### src/rtl/core/oaa_pkg.sv
// Shared constants, types and fixed-point coefficients for the octant atan2 block.
// No dependencies; every other file refers to it by scoped names.
package oaa_pkg;

	// Default parameter values
	localparam int COORD_WIDTH_DEF = 16;
	localparam int ANGLE_FRAC_DEF  = 13;

	// Output angle width, signed Q2.F
	localparam int ANGLE_W = 16;

	// Ratio min/max in unsigned Q1.16
	localparam int RATIO_FRAC = 16;
	localparam int RATIO_W    = RATIO_FRAC + 1;

	// Polynomial coefficients, unsigned Q1.30: pi/4 + 0.273 and 0.273
	localparam logic [30:0] COEF_A = 31'd1136446374;
	localparam logic [28:0] COEF_B = 29'd293131518;

	// (COEF_A << 16) - COEF_B * r, split in two halves for the second product
	localparam int BQ_W    = 29 + RATIO_W;
	localparam int T_W     = 31 + RATIO_FRAC;
	localparam int T_SPLIT = 24;
	localparam int PROD_W  = 64;

	// Fold offsets, Q61, truncated
	localparam logic [63:0] PI_Q61      = 64'h6487ED5110B4611A;
	localparam logic [63:0] HALF_PI_Q61 = 64'h3243F6A8885A308D;
	localparam int          Q61_FRAC    = 61;

	// Buffering between front and back, and stages after the divider
	localparam int QUEUE_DEPTH = 2;
	localparam int POLY_STAGES = 6;

	// Octant code: {x negative, y negative, |x| <= |y|}
	typedef enum logic [2:0] {
		OCT_POS_FLAT    = 3'b000,
		OCT_POS_STEEP   = 3'b001,
		OCT_NEGY_FLAT   = 3'b010,
		OCT_NEGY_STEEP  = 3'b011,
		OCT_NEGX_FLAT   = 3'b100,
		OCT_NEGX_STEEP  = 3'b101,
		OCT_NEGXY_FLAT  = 3'b110,
		OCT_NEGXY_STEEP = 3'b111
	} oct_t;

endpackage

### src/rtl/core/oaa_coord_if.sv
// Coordinate channel: valid/ready handshake carrying a signed (y, x) pair.
// Depends on oaa_pkg for the default coordinate width.
interface oaa_coord_if #(
	parameter int COORD_WIDTH = oaa_pkg::COORD_WIDTH_DEF
) ();
	logic                          valid;
	logic                          ready;
	logic signed [COORD_WIDTH-1:0] coord_y;
	logic signed [COORD_WIDTH-1:0] coord_x;

	modport source (output valid, output coord_y, output coord_x, input ready);
	modport sink   (input valid, input coord_y, input coord_x, output ready);
endinterface

### src/rtl/core/oaa_angle_if.sv
// Angle channel: valid/ready handshake carrying a signed Q2.F angle.
// Depends on oaa_pkg for the angle width.
interface oaa_angle_if ();
	logic                              valid;
	logic                              ready;
	logic signed [oaa_pkg::ANGLE_W-1:0] angle;

	modport source (output valid, output angle, input ready);
	modport sink   (input valid, input angle, output ready);
endinterface

### src/rtl/core/oaa_front.sv
// Front part: accepts coordinate pairs, forms magnitudes, octant code and min/max.
// Depends on oaa_pkg and oaa_coord_if.
module oaa_front #(
	parameter int COORD_WIDTH = oaa_pkg::COORD_WIDTH_DEF,
	localparam int ITEM_W     = 2 * COORD_WIDTH + 1 + $bits(oaa_pkg::oct_t)
) (
	input  logic              clk,
	input  logic              arst_n,
	oaa_coord_if.sink         coords,
	output logic              item_vld,
	input  logic              item_rdy,
	output logic [ITEM_W-1:0] item
);

	typedef struct packed {
		logic                   zero;
		oaa_pkg::oct_t          oct;
		logic [COORD_WIDTH-1:0] mn;
		logic [COORD_WIDTH-1:0] mx;
	} item_t;

	logic [COORD_WIDTH-1:0] yraw;
	logic [COORD_WIDTH-1:0] xraw;
	logic [COORD_WIDTH-1:0] ay;
	logic [COORD_WIDTH-1:0] ax;
	logic                   yneg;
	logic                   xneg;
	logic                   steep;
	logic                   accept;
	item_t                  cls;
	item_t                  item_q;
	logic                   vld_q;

	assign yraw = coords.coord_y;
	assign xraw = coords.coord_x;
	assign yneg = yraw[COORD_WIDTH-1];
	assign xneg = xraw[COORD_WIDTH-1];

	// Most negative value maps to 2^(W-1), still exact in W unsigned bits
	assign ay    = yneg ? (COORD_WIDTH'(0) - yraw) : yraw;
	assign ax    = xneg ? (COORD_WIDTH'(0) - xraw) : xraw;
	assign steep = (ax <= ay);

	always_comb begin
		cls.oct  = oaa_pkg::oct_t'({xneg, yneg, steep});
		cls.mn   = steep ? ax : ay;
		cls.mx   = steep ? ay : ax;
		cls.zero = (ax == '0) && (ay == '0);
	end

	assign coords.ready = !vld_q || item_rdy;
	assign accept       = coords.valid && coords.ready;

	always_ff @(posedge clk or negedge arst_n) begin
		if (!arst_n) begin
			vld_q <= 1'b0;
		end else if (accept) begin
			vld_q <= 1'b1;
		end else if (item_rdy) begin
			vld_q <= 1'b0;
		end
	end

	always_ff @(posedge clk) begin
		if (accept) begin
			item_q <= cls;
		end
	end

	assign item_vld = vld_q;
	assign item     = item_q;

endmodule

### src/rtl/core/oaa_queue.sv
// Small FIFO that decouples the front part from the back part.
// Depends on oaa_pkg for the default depth; DEPTH must be a power of two.
module oaa_queue #(
	parameter int WIDTH = 8,
	parameter int DEPTH = oaa_pkg::QUEUE_DEPTH
) (
	input  logic             clk,
	input  logic             arst_n,
	input  logic             push_vld,
	output logic             push_rdy,
	input  logic [WIDTH-1:0] push_data,
	output logic             pop_vld,
	input  logic             pop_rdy,
	output logic [WIDTH-1:0] pop_data
);

	localparam int AW = $clog2(DEPTH);

	logic [WIDTH-1:0] mem_q [DEPTH];
	logic [AW-1:0]    wr_ptr_q;
	logic [AW-1:0]    rd_ptr_q;
	logic [AW:0]      count_q;
	logic             push;
	logic             pop;

	assign push_rdy = (count_q != (AW + 1)'(DEPTH));
	assign pop_vld  = (count_q != '0);
	assign push     = push_vld && push_rdy;
	assign pop      = pop_vld && pop_rdy;
	assign pop_data = mem_q[rd_ptr_q];

	always_ff @(posedge clk or negedge arst_n) begin
		if (!arst_n) begin
			wr_ptr_q <= '0;
			rd_ptr_q <= '0;
			count_q  <= '0;
		end else begin
			if (push) begin
				wr_ptr_q <= wr_ptr_q + 1'b1;
			end
			if (pop) begin
				rd_ptr_q <= rd_ptr_q + 1'b1;
			end
			count_q <= count_q + (AW + 1)'(push) - (AW + 1)'(pop);
		end
	end

	always_ff @(posedge clk) begin
		if (push) begin
			mem_q[wr_ptr_q] <= push_data;
		end
	end

endmodule

### src/rtl/core/oaa_back.sv
// Back part: pipelined restoring divider, polynomial, octant fold, rounding, output register.
// Depends on oaa_pkg and oaa_angle_if.
module oaa_back #(
	parameter int COORD_WIDTH     = oaa_pkg::COORD_WIDTH_DEF,
	parameter int ANGLE_FRAC_BITS = oaa_pkg::ANGLE_FRAC_DEF,
	localparam int ITEM_W         = 2 * COORD_WIDTH + 1 + $bits(oaa_pkg::oct_t)
) (
	input  logic              clk,
	input  logic              arst_n,
	input  logic              item_vld,
	output logic              item_rdy,
	input  logic [ITEM_W-1:0] item,
	oaa_angle_if.source       result
);

	localparam int W     = COORD_WIDTH;
	localparam int RW    = oaa_pkg::RATIO_W;
	localparam int AW    = oaa_pkg::ANGLE_W;
	localparam int SH    = oaa_pkg::Q61_FRAC - ANGLE_FRAC_BITS;
	localparam int SUM_W = (SH + AW > oaa_pkg::PROD_W + 1) ? SH + AW : oaa_pkg::PROD_W + 1;
	localparam int TH_W  = oaa_pkg::T_W - oaa_pkg::T_SPLIT;
	localparam int PH_W  = TH_W + RW;
	localparam int PL_W  = oaa_pkg::T_SPLIT + RW;
	localparam logic [SUM_W-1:0] RND_HALF = SUM_W'(1) << (SH - 1);

	typedef struct packed {
		logic          zero;
		oaa_pkg::oct_t oct;
		logic [W-1:0]  mn;
		logic [W-1:0]  mx;
	} item_t;

	item_t in_item;
	logic  adv;

	assign in_item  = item;
	assign adv      = !result.valid || result.ready;
	assign item_rdy = adv;

	// Divider: one quotient bit per stage, MSB first
	logic          dv_vld_s  [RW];
	logic [W-1:0]  dv_rem_s  [RW];
	logic [W-1:0]  dv_mx_s   [RW];
	logic [RW-1:0] dv_quo_s  [RW];
	oaa_pkg::oct_t dv_oct_s  [RW];
	logic          dv_zero_s [RW];

	for (genvar j = 0; j < RW; j++) begin : g_div
		logic [W-1:0]  rem_in;
		logic [W-1:0]  mx_in;
		logic [RW-1:0] quo_in;
		oaa_pkg::oct_t oct_in;
		logic          zero_in;
		logic          vld_in;
		logic          ge;

		if (j == 0) begin : g_first
			assign rem_in  = in_item.mn;
			assign mx_in   = in_item.mx;
			assign quo_in  = '0;
			assign oct_in  = in_item.oct;
			assign zero_in = in_item.zero;
			assign vld_in  = item_vld;
		end else begin : g_next
			// Remainder stays below the divisor, so the top bit is free to shift out
			assign rem_in  = {dv_rem_s[j-1][W-2:0], 1'b0};
			assign mx_in   = dv_mx_s[j-1];
			assign quo_in  = dv_quo_s[j-1];
			assign oct_in  = dv_oct_s[j-1];
			assign zero_in = dv_zero_s[j-1];
			assign vld_in  = dv_vld_s[j-1];
		end

		assign ge = (rem_in >= mx_in);

		always_ff @(posedge clk or negedge arst_n) begin
			if (!arst_n) begin
				dv_vld_s[j] <= 1'b0;
			end else if (adv) begin
				dv_vld_s[j] <= vld_in;
			end
		end

		always_ff @(posedge clk) begin
			if (adv) begin
				dv_rem_s[j]  <= ge ? (rem_in - mx_in) : rem_in;
				dv_mx_s[j]   <= mx_in;
				dv_quo_s[j]  <= {quo_in[RW-2:0], ge};
				dv_oct_s[j]  <= oct_in;
				dv_zero_s[j] <= zero_in;
			end
		end
	end

	// Polynomial and fold stages
	logic                         vld_s1, vld_s2, vld_s3, vld_s4, vld_s5, vld_s6;
	logic [RW-1:0]                r_s1, r_s2;
	logic [oaa_pkg::BQ_W-1:0]     bq_s1;
	logic [oaa_pkg::T_W-1:0]      t_s2;
	logic [PH_W-1:0]              ph_s3;
	logic [PL_W-1:0]              pl_s3;
	logic [oaa_pkg::PROD_W-2:0]   p_s4;
	logic [oaa_pkg::PROD_W-1:0]   mag_s5;
	logic                         neg_s5, neg_s6;
	logic [AW-1:0]                q_s6;
	oaa_pkg::oct_t                oct_s1, oct_s2, oct_s3, oct_s4;
	logic                         zero_s1, zero_s2, zero_s3, zero_s4;
	logic                         out_vld_q;
	logic [AW-1:0]                angle_q;

	logic [oaa_pkg::PROD_W-1:0]   prod;
	logic [oaa_pkg::PROD_W-1:0]   fold_off;
	logic                         fold_add;
	logic                         fold_neg;
	logic [oaa_pkg::PROD_W-1:0]   fold_mag;
	logic [SUM_W-1:0]             rnd;

	assign prod = {ph_s3, oaa_pkg::T_SPLIT'(0)} + oaa_pkg::PROD_W'(pl_s3);

	always_comb begin
		unique case (oct_s4)
			oaa_pkg::OCT_POS_FLAT: begin
				fold_off = '0;                   fold_add = 1'b1; fold_neg = 1'b0;
			end
			oaa_pkg::OCT_POS_STEEP: begin
				fold_off = oaa_pkg::HALF_PI_Q61; fold_add = 1'b0; fold_neg = 1'b0;
			end
			oaa_pkg::OCT_NEGY_FLAT: begin
				fold_off = '0;                   fold_add = 1'b1; fold_neg = 1'b1;
			end
			oaa_pkg::OCT_NEGY_STEEP: begin
				fold_off = oaa_pkg::HALF_PI_Q61; fold_add = 1'b0; fold_neg = 1'b1;
			end
			oaa_pkg::OCT_NEGX_FLAT: begin
				fold_off = oaa_pkg::PI_Q61;      fold_add = 1'b0; fold_neg = 1'b0;
			end
			oaa_pkg::OCT_NEGX_STEEP: begin
				fold_off = oaa_pkg::HALF_PI_Q61; fold_add = 1'b1; fold_neg = 1'b0;
			end
			oaa_pkg::OCT_NEGXY_FLAT: begin
				fold_off = oaa_pkg::PI_Q61;      fold_add = 1'b0; fold_neg = 1'b1;
			end
			oaa_pkg::OCT_NEGXY_STEEP: begin
				fold_off = oaa_pkg::HALF_PI_Q61; fold_add = 1'b1; fold_neg = 1'b1;
			end
			default: begin
				fold_off = '0;                   fold_add = 1'b1; fold_neg = 1'b0;
			end
		endcase
		// p never exceeds pi/2, so the difference is already the magnitude
		fold_mag = fold_add ? (fold_off + {1'b0, p_s4}) : (fold_off - {1'b0, p_s4});
	end

	assign rnd = SUM_W'(mag_s5) + RND_HALF;

	always_ff @(posedge clk or negedge arst_n) begin
		if (!arst_n) begin
			vld_s1    <= 1'b0;
			vld_s2    <= 1'b0;
			vld_s3    <= 1'b0;
			vld_s4    <= 1'b0;
			vld_s5    <= 1'b0;
			vld_s6    <= 1'b0;
			out_vld_q <= 1'b0;
		end else if (adv) begin
			vld_s1    <= dv_vld_s[RW-1];
			vld_s2    <= vld_s1;
			vld_s3    <= vld_s2;
			vld_s4    <= vld_s3;
			vld_s5    <= vld_s4;
			vld_s6    <= vld_s5;
			out_vld_q <= vld_s6;
		end
	end

	always_ff @(posedge clk) begin
		if (adv) begin
			r_s1    <= dv_quo_s[RW-1];
			bq_s1   <= oaa_pkg::BQ_W'(oaa_pkg::COEF_B) * oaa_pkg::BQ_W'(dv_quo_s[RW-1]);
			oct_s1  <= dv_oct_s[RW-1];
			zero_s1 <= dv_zero_s[RW-1];

			r_s2    <= r_s1;
			t_s2    <= {oaa_pkg::COEF_A, oaa_pkg::RATIO_FRAC'(0)} - oaa_pkg::T_W'(bq_s1);
			oct_s2  <= oct_s1;
			zero_s2 <= zero_s1;

			ph_s3   <= PH_W'(t_s2[oaa_pkg::T_W-1:oaa_pkg::T_SPLIT]) * PH_W'(r_s2);
			pl_s3   <= PL_W'(t_s2[oaa_pkg::T_SPLIT-1:0]) * PL_W'(r_s2);
			oct_s3  <= oct_s2;
			zero_s3 <= zero_s2;

			p_s4    <= prod[oaa_pkg::PROD_W-1:1];
			oct_s4  <= oct_s3;
			zero_s4 <= zero_s3;

			mag_s5  <= zero_s4 ? '0 : fold_mag;
			neg_s5  <= zero_s4 ? 1'b0 : fold_neg;

			q_s6    <= rnd[SH +: AW];
			neg_s6  <= neg_s5;

			angle_q <= neg_s6 ? (AW'(0) - q_s6) : q_s6;
		end
	end

	assign result.valid = out_vld_q;
	assign result.angle = angle_q;

endmodule

### src/rtl/core/octant_atan2_approximation.sv
// Top level of the octant atan2 block: front, queue and back part.
// Depends on oaa_pkg, oaa_coord_if, oaa_angle_if, oaa_front, oaa_queue, oaa_back.
//
//   channel  | dir | payload                         | handshake
//   ---------+-----+---------------------------------+------------
//   coords   | in  | coord_y, coord_x (signed, W)    | valid/ready
//   result   | out | angle (signed Q2.F, 16 bits)    | valid/ready
//
// One item per cycle sustained while the result is not stalled; the divider
// stages, multipliers and queue are all pipelined. An item passes the front
// register, which loads at acceptance, then 1 queue slot, 17 divider stages
// (one quotient bit each), 6 polynomial/fold/round stages and the output
// register.
// Reset clears all valid bits and queue pointers; no clearing pass is needed.
// A stalled result holds the back part in place; the front keeps accepting
// until its register and the 2-entry queue are full.
module octant_atan2_approximation #(
	parameter int COORD_WIDTH     = oaa_pkg::COORD_WIDTH_DEF,
	parameter int ANGLE_FRAC_BITS = oaa_pkg::ANGLE_FRAC_DEF
) (
	input  logic        clk,
	input  logic        arst_n,
	oaa_coord_if.sink   coords,
	oaa_angle_if.source result
);

	localparam int ITEM_W = 2 * COORD_WIDTH + 1 + $bits(oaa_pkg::oct_t);

	logic              fr_vld;
	logic              fr_rdy;
	logic [ITEM_W-1:0] fr_item;
	logic              bk_vld;
	logic              bk_rdy;
	logic [ITEM_W-1:0] bk_item;

	oaa_front #(
		.COORD_WIDTH (COORD_WIDTH)
	) u_front (
		.clk      (clk),
		.arst_n   (arst_n),
		.coords   (coords),
		.item_vld (fr_vld),
		.item_rdy (fr_rdy),
		.item     (fr_item)
	);

	oaa_queue #(
		.WIDTH (ITEM_W),
		.DEPTH (oaa_pkg::QUEUE_DEPTH)
	) u_queue (
		.clk       (clk),
		.arst_n    (arst_n),
		.push_vld  (fr_vld),
		.push_rdy  (fr_rdy),
		.push_data (fr_item),
		.pop_vld   (bk_vld),
		.pop_rdy   (bk_rdy),
		.pop_data  (bk_item)
	);

	oaa_back #(
		.COORD_WIDTH     (COORD_WIDTH),
		.ANGLE_FRAC_BITS (ANGLE_FRAC_BITS)
	) u_back (
		.clk      (clk),
		.arst_n   (arst_n),
		.item_vld (bk_vld),
		.item_rdy (bk_rdy),
		.item     (bk_item),
		.result   (result)
	);

endmodule

### src/flat_wrapper.sv
// flat-port wrapper written by rule: the top's interface ports become plain ports
module octant_atan2_approximation_flat 
#(
	parameter int COORD_WIDTH     = oaa_pkg::COORD_WIDTH_DEF,
	parameter int ANGLE_FRAC_BITS = oaa_pkg::ANGLE_FRAC_DEF
)
  (clk, arst_n, coords_valid, coords_coord_y, coords_coord_x, coords_ready, result_valid, result_angle, result_ready);
  oaa_coord_if #(.COORD_WIDTH(COORD_WIDTH)) coords_i ();
  oaa_angle_if result_i ();
  input  logic clk;
  input  logic arst_n;
  input wire logic [$bits(coords_i.valid)-1:0] coords_valid;
  input wire logic [$bits(coords_i.coord_y)-1:0] coords_coord_y;
  input wire logic [$bits(coords_i.coord_x)-1:0] coords_coord_x;
  output wire logic [$bits(coords_i.ready)-1:0] coords_ready;
  output wire logic [$bits(result_i.valid)-1:0] result_valid;
  output wire logic [$bits(result_i.angle)-1:0] result_angle;
  input wire logic [$bits(result_i.ready)-1:0] result_ready;
  assign coords_i.valid = coords_valid;
  assign coords_i.coord_y = coords_coord_y;
  assign coords_i.coord_x = coords_coord_x;
  assign coords_ready = coords_i.ready;
  assign result_valid = result_i.valid;
  assign result_angle = result_i.angle;
  assign result_i.ready = result_ready;
  octant_atan2_approximation #(.COORD_WIDTH(COORD_WIDTH), .ANGLE_FRAC_BITS(ANGLE_FRAC_BITS)) u_core (.clk(clk), .arst_n(arst_n), .coords(coords_i), .result(result_i));
endmodule
### config.mk
export PLATFORM = sky130hd
export DESIGN_NAME = octant_atan2_approximation_flat
export DESIGN_NICKNAME = d
export VERILOG_FILES = /design/src/rtl/core/oaa_pkg.sv /design/src/rtl/core/oaa_coord_if.sv /design/src/rtl/core/oaa_angle_if.sv /design/src/rtl/core/oaa_front.sv /design/src/rtl/core/oaa_queue.sv /design/src/rtl/core/oaa_back.sv /design/src/rtl/core/octant_atan2_approximation.sv /design/src/flat_wrapper.sv
export SDC_FILE = /design/constraint.sdc
export NUM_CORES = 2
export LEC_CHECK = 0
export BUFFER_PORTS_ARGS = -buffer_cell sky130_fd_sc_hd__buf_2
export CORE_MARGIN = 5
export CORE_UTILIZATION = 65
export DETAILED_ROUTE_END_ITERATION = 10
export HOLD_SLACK_MARGIN = 0.06
export PLACE_DENSITY = 0.81
export SLEW_MARGIN = 20
export SYNTH_ARGS = -nofsm -noshare
export SYNTH_HDL_FRONTEND = slang
export SYNTH_HIERARCHICAL = 1
export SYNTH_SLANG_ARGS = --single-unit
export TNS_END_PERCENT = 5
### constraint.sdc
create_clock -name clk -period 42.4 [get_ports clk]
set_input_delay 2.12 -clock clk [delete_from_list [all_inputs] [get_ports clk]]
set_output_delay 2.12 -clock clk [all_outputs]
set_load 0.01 [all_outputs]
* Yosys cells after proc, flatten, opt, wreduce, memory -nomap -nowiden *
Memory sizes are Yosys's and may differ from the RTL's. A register that Yosys moved wholly into a read port is not among the register bits.
Index checks and enable logic that the tools add are counted.

storage, ports and cells
  output and inout bits = 18
  word-level logic and storage cells = 150
  input port bits = 36
  register bits after elaboration = 445
  bits in read-only memories = 368
  RAM bits = 973
  memories kept = 7

cells by class
  reduce and logical (&&, ||, !) cells = 12
  multiply operators = 3
  order comparisons = 18
  add/sub/neg operators = 29
  multiplexer cells = 30
  equal/unequal tests = 1

memory list
  name                    depth  bits a word  read ports  clocked after memory_dff  wr ports  RTL line         text
  (no name shown)         8      46           1           1                         0         oaa_back.sv:121  unique case (oct_s4)
  u_core.u_back.dv_quo_s  17     17           17          0                         17        oaa_back.sv:44   logic [RW-1:0] dv_quo_s [RW];
  u_core.u_back.dv_mx_s   17     16           16          0                         17        oaa_back.sv:43   logic [W-1:0] dv_mx_s [RW];
  u_core.u_back.dv_rem_s  17     16           16          0                         17        oaa_back.sv:42   logic [W-1:0] dv_rem_s [RW];
  u_core.u_queue.mem_q    2      36           1           0                         1         oaa_queue.sv:19  logic [WIDTH-1:0] mem_q [DEPTH];
  u_core.u_back.dv_oct_s  17     3            17          1                         17        oaa_back.sv:45   oaa_pkg::oct_t dv_oct_s [RW];
  +1 memories             -      -            -           -                         -         -

operators with widths
  operator                  count
  $mux W16                  22
  $ge A16 B16 Y1            17
  $sub A16 B16 Y16          17
  $add A64 B41 Y64          1
  $add A64 B48 Y64 const B  1
  $add A64 B63 Y64          1
  $mux W64                  1
  $sub A64 B63 Y64          1
  $sub A1 B16 Y16 const A   3
  $sub A47 B46 Y47 const A  1
  $mul A28 B17 Y45 const A  1
  $mul A24 B17 Y41          1
  $mul A23 B17 Y40          1
  $logic_not A16 Y1         2
  $le A16 B16 Y1            1
  $mux W1                   6
  $logic_and A1 B1 Y1       4
  $reduce_bool A2 Y1        2
  $mux W3                   1
  $add A1 B1 Y1 const B     2
  $add A2 B1 Y2             1
  $logic_not A1 Y1          2
  $logic_or A1 B1 Y1        2
  $ne A2 B2 Y1 const B      1
  $sub A2 B1 Y2             1

* Longest topological paths before layout *
  depth after elaboration = 4
  gate-level depth with buffers = 27
  gate-level depth less buffers = 26

* Cells and area by module *
The synthesis kept the hierarchy.

modules (own cells, without submodules)
  module     area each (um^2)  sequential area each (um^2)  cells each  times used
  oaa_back   84783.8           32230.9                      7861        1
  oaa_queue  2827.7            2262.2                       134         1
  oaa_front  2741.4            1106.1                       246         1

* Least setup slack after synthesis *
OpenSTA, ideal clock, no wires.

  path kind = in2reg
  start = in result_ready
  end = reg u_core.u_queue.count_q[1]
  path buffers = 2
  data arrival time = 25.606 ns
  required time = 42.229 ns
  slack = 16.623 ns
  library setup time = 0.171 ns
  cell stages on the path = 6
  cell sequence = nor2b_1 clkbuf_1 clkbuf_1 inv_1 a32oi_1 xnor2_1

between the ends
  cells in the longest elaborated chain, start to end = 3

ends and longest elaborated chain
  what                     RTL line                          text
  from (decl)              flat_wrapper.sv:18                input wire logic [$bits(result_i.ready)-1:0] result_ready;
  $logic_or A1 B1 Y1       oaa_back.sv:37                    assign adv = !result.valid || result.ready;
  named net u_core.bk_rdy  octant_atan2_approximation.sv:33  logic bk_rdy;
  $logic_and A1 B1 Y1      oaa_queue.sv:29                   assign pop = pop_vld && pop_rdy;
  $sub A2 B1 Y2            oaa_queue.sv:44                   count_q <= count_q + (AW + 1)'(push) - (AW + 1)'(pop);
  to (signal assigned)     oaa_queue.sv:44
  to (decl)                oaa_queue.sv:22                   logic [AW:0] count_q;

The timed path passes the listed nets, and every way through them passes these cells.
A chain may end at the register's enable or synchronous reset.

* Worst setup path after layout *
  start = reg u_core.u_back.r_s2[3]
  end = reg u_core.u_back.pl_s3[39] (data pin)

between the ends
  cells in the longest elaborated chain, start to end = 1

ends and longest elaborated chain
  what                    RTL line         text
  from (decl)             oaa_back.sv:97   logic [RW-1:0] r_s1, r_s2;
  from (signal assigned)  oaa_back.sv:183  r_s2 <= r_s1;
  $mul A24 B17 Y41        oaa_back.sv:189  pl_s3 <= PL_W'(t_s2[oaa_pkg::T_SPLIT-1:0]) * PL_W'(r_s2);
  to (signal assigned)    oaa_back.sv:189
  to (decl)               oaa_back.sv:101  logic [PL_W-1:0] pl_s3;

Every way passes these cells.

==> reports/results.txt <==
Gpl congestion: 0.910
Vias: 58500
DRT Pass-1 Iters: 9
Post-synth EDFFs: 1158
Drt drc: 0
Run status: finished, final reports clean
Final Core Density: 70.4%
Worst clock skew: 0.0455 ns
1st-iter DRT viols: 4115
Worst-margin pin slew: 1.13 ns
Layout cells sized above 1: 5.79%
Unrepaired setup endpoints after global routing: false
Dominant synthesized flop cell: edfxtp_1
Largest net degree at the start of global routing: 213
Setup violators final: 0
CTS tree: yes
Top-area cell type share of the netlist area: 38.5%
Crit share post-route: 19.2%
Req. time, crit path: 42.94 ns
Wirelength per Cell: 18.5 um
Final Max Tran Viols: 0
Clock transition at path regs: 0.06 ns
CP Launch Type: register
# rows: 136
Asr flop ratio synth: 2.43%
Arrival time worst endpoint: 8.68 ns
Placement Cell Area: 92500 um2
Post-synth net total: 9848
Postcts setup bufs: 0
Clock sink total: 1192
Overall Global Routing Usage: 26.3%
Vias in the first global route: 62200
Synthesized area: 90400 um2
Root Buffer: clkbuf_16
Antenna Violating Nets Remaining: 0
Input/output buffers: 53
Commonest cells post-synth: 1570 x inv_1, 1158 x edfxtp_1, 810 x fa_1
Fin area: 97000 um2
Dpl cells: 9930
CP delay by family, top: adder cells
Most used cell along the critical path: fa_1
Vias/cell: 5.75
Die width: 383 um
Initial core utilization: 65.6%
Area Overhead vs Synth: 7.39%
Slowest cell delay on critical path: 0.93 ns
Yosys top cell by area: edfxtp_1
Seq/Total Area, Yosys: 39.4%
CP cell instances: buf_4, nand2_1, fa_1, fa_1, fa_1, inv_1, fa_1, fa_1, inv_1, fa_1, inv_1, ha_1, a21o_1, a21o_1, a21o_1, or3_1, o211ai_1, nand4_1, a311oi_1, nor3_1, or3_1, a21oi_1, xnor2_1
Non-Filler Instances: 10200
Nets: 9876
Post-cts hold buffer count: 0
Post-CTS Resized: 0
Critical path class: register to register
Largest fanout on the critical path: 24
Headroom to the max-slew limit: 24.4%
Yosys cell types: 89
Number of buffers created by CTS: 130
Placeable Area: 138000 um2
Crit path buffers/inverters: 4
Die span in y: 383 um
Endpoints failing hold: 0
Fill cells: 9518
GRT overflow: 0
Final Critical Period: 8.14 ns
First-pass GRT wire length: 311000 um
CP max stage cell: edfxtp_1
# IOs: 54
Yosys warns: 6
Ant diodes: 0
FMAX: 123 MHz
Synth area leaders: edfxtp_1 38%, fa_1 18%, ha_1 11%
Worst min path class: register to register
Clock Latency Late Sink: 0.79 ns
Setup TNS: 0 ns
Max Buffers Root-to-Sink: 3
H-tree levels: 4
Post-synthesis instance total: 8241
Die area: 147000 um2
Max-Cap Viols: 0
Critical Path End Type: register
Synth Register Bits: 1192
Post-DP HPWL: 140000 um
Top-count cell post-synth: inv_1
Syn avg cell area: 11.0 um2
WL final: 188000 um
Initial antenna violation count: 2
==> worst paths after layout <==
kind                            slack [ns]  depth (start not counted)                            from                              to
worst min-delay path                  0.41                          0  u_core/u_back/dv_quo_s[0][156]  u_core/u_back/dv_quo_s[0][174]
worst max-delay path                 34.26                         23           u_core/u_back/r_s2[3]         u_core/u_back/pl_s3[39]
max in group asynchronous            40.64                          1                          arst_n   u_core/u_back/g_div[7].vld_in
worst max register to register       34.26                         23           u_core/u_back/r_s2[3]         u_core/u_back/pl_s3[39]
worst min register to register        0.41                          0  u_core/u_back/dv_quo_s[0][156]  u_core/u_back/dv_quo_s[0][174]
min in group asynchronous             1.33                          1                          arst_n       u_core/u_queue/count_q[0]
==> metrics by stage <==
| step | setup slack [ns] | hold slack [ns] |
|---|---|---|
| 3_3_place_gp | 34.51 | 0.401 |
| 3_5_place_dp | 34.44 | 0.405 |
| 4_1_cts | 34.42 | 0.406 |
| 6_report | 34.26 | 0.408 |
| 2_1_floorplan | 16.62 | 0.400 |
| 5_1_grt | 34.07 | 0.416 |
==> registers in the layout, summed over array words and instances, names as in the netlist, 36 cells and up <==
register / flops
u_core/u_back/dv_mx_s: 256
u_core/u_back/dv_rem_s: 240
u_core/u_back/dv_quo_s: 153
u_core/u_queue/mem_q: 72
u_core/u_back/p_s4: 63
u_core/u_back/dv_oct_s: 51
u_core/u_back/t_s2: 45
u_core/u_back/bq_s1: 44
u_core/u_back/ph_s3: 40
u_core/u_back/pl_s3: 40
u_core/u_front/item: 36
==> cells by family (layout without fill, tap and decap cells) <==
| kind of cell | Yosys count | in the layout | share of synthesized area [%] |
|---|---|---|---|
| AOI/OAI and AO/OA | 1063 | 1063 | 7.46 |
| and+or+nand+nor | 2022 | 2022 | 10.9 |
| buffers and inverters | 1780 | 1917 | 7.45 |
| xor gates and xnor gates | 452 | 452 | 4.40 |
| DFF | 1192 | 1192 | 39.4 |
| muxes | 161 | 161 | 1.94 |
| adders and majority gates | 1571 | 1571 | 28.5 |
==> metal layers <==
| metal | track usage (%) | vias to the layer above | wire length (um) |
|---|---|---|---|
| li1 | - | 27300 | - |
| met2 | 47.1 | 1981 | 96100 |
| met3 | 4.39 | 457 | 11600 |
| met5 | 0 | - | 0 |
| met4 | 8.94 | 0 | 6470 |
| met1 | 32.5 | 28800 | 74200 |
==> area by class of cell <==
class	instances	area [um2]	area share, %
inverters	1570	5900	6.08
clock buffers	162	3450	3.55
multi-input cells	5269	48100	49.6
well taps	1794	2240	2.31
flip-flops and latches	1192	35600	36.7
clock inverters	79	1010	1.04
repair buffers	106	703	0.725
==> cell usage in the layout, fill, tap and decap left out, types with 27 or more instances in the layout <==
cell       synthesis  final
inv_1           1570   1569
edfxtp_1        1158   1158
fa_1             810    810
nand2_1          783    783
ha_1             761    761
nor2_1           350    349
and2_1           322    322
xnor2_1          287    287
a21oi_1          287    286
o21ai_0          269    269
xor2_1           163    163
clkbuf_16          0    132
a21o_1           122    122
mux2_2           111    111
nor3_1           109    109
a21boi_0          92     92
nand4_1           72     72
nor2b_1           65     64
nand3_1           60     60
nand2b_1          56     56
o31ai_1           55     55
buf_2             10     53
mux2i_1           50     50
buf_4              1     49
or3_1             41     41
and3_1            38     38
o21a_1            36     36
nor4_1            33     33
a31oi_1           35     30
dfrtp_1           29     29
clkbuf_1         193     27
Power is left out: the tool's default activity adds up to more than one toggle a clock period on the data nets, which glitch-free logic cannot reach.
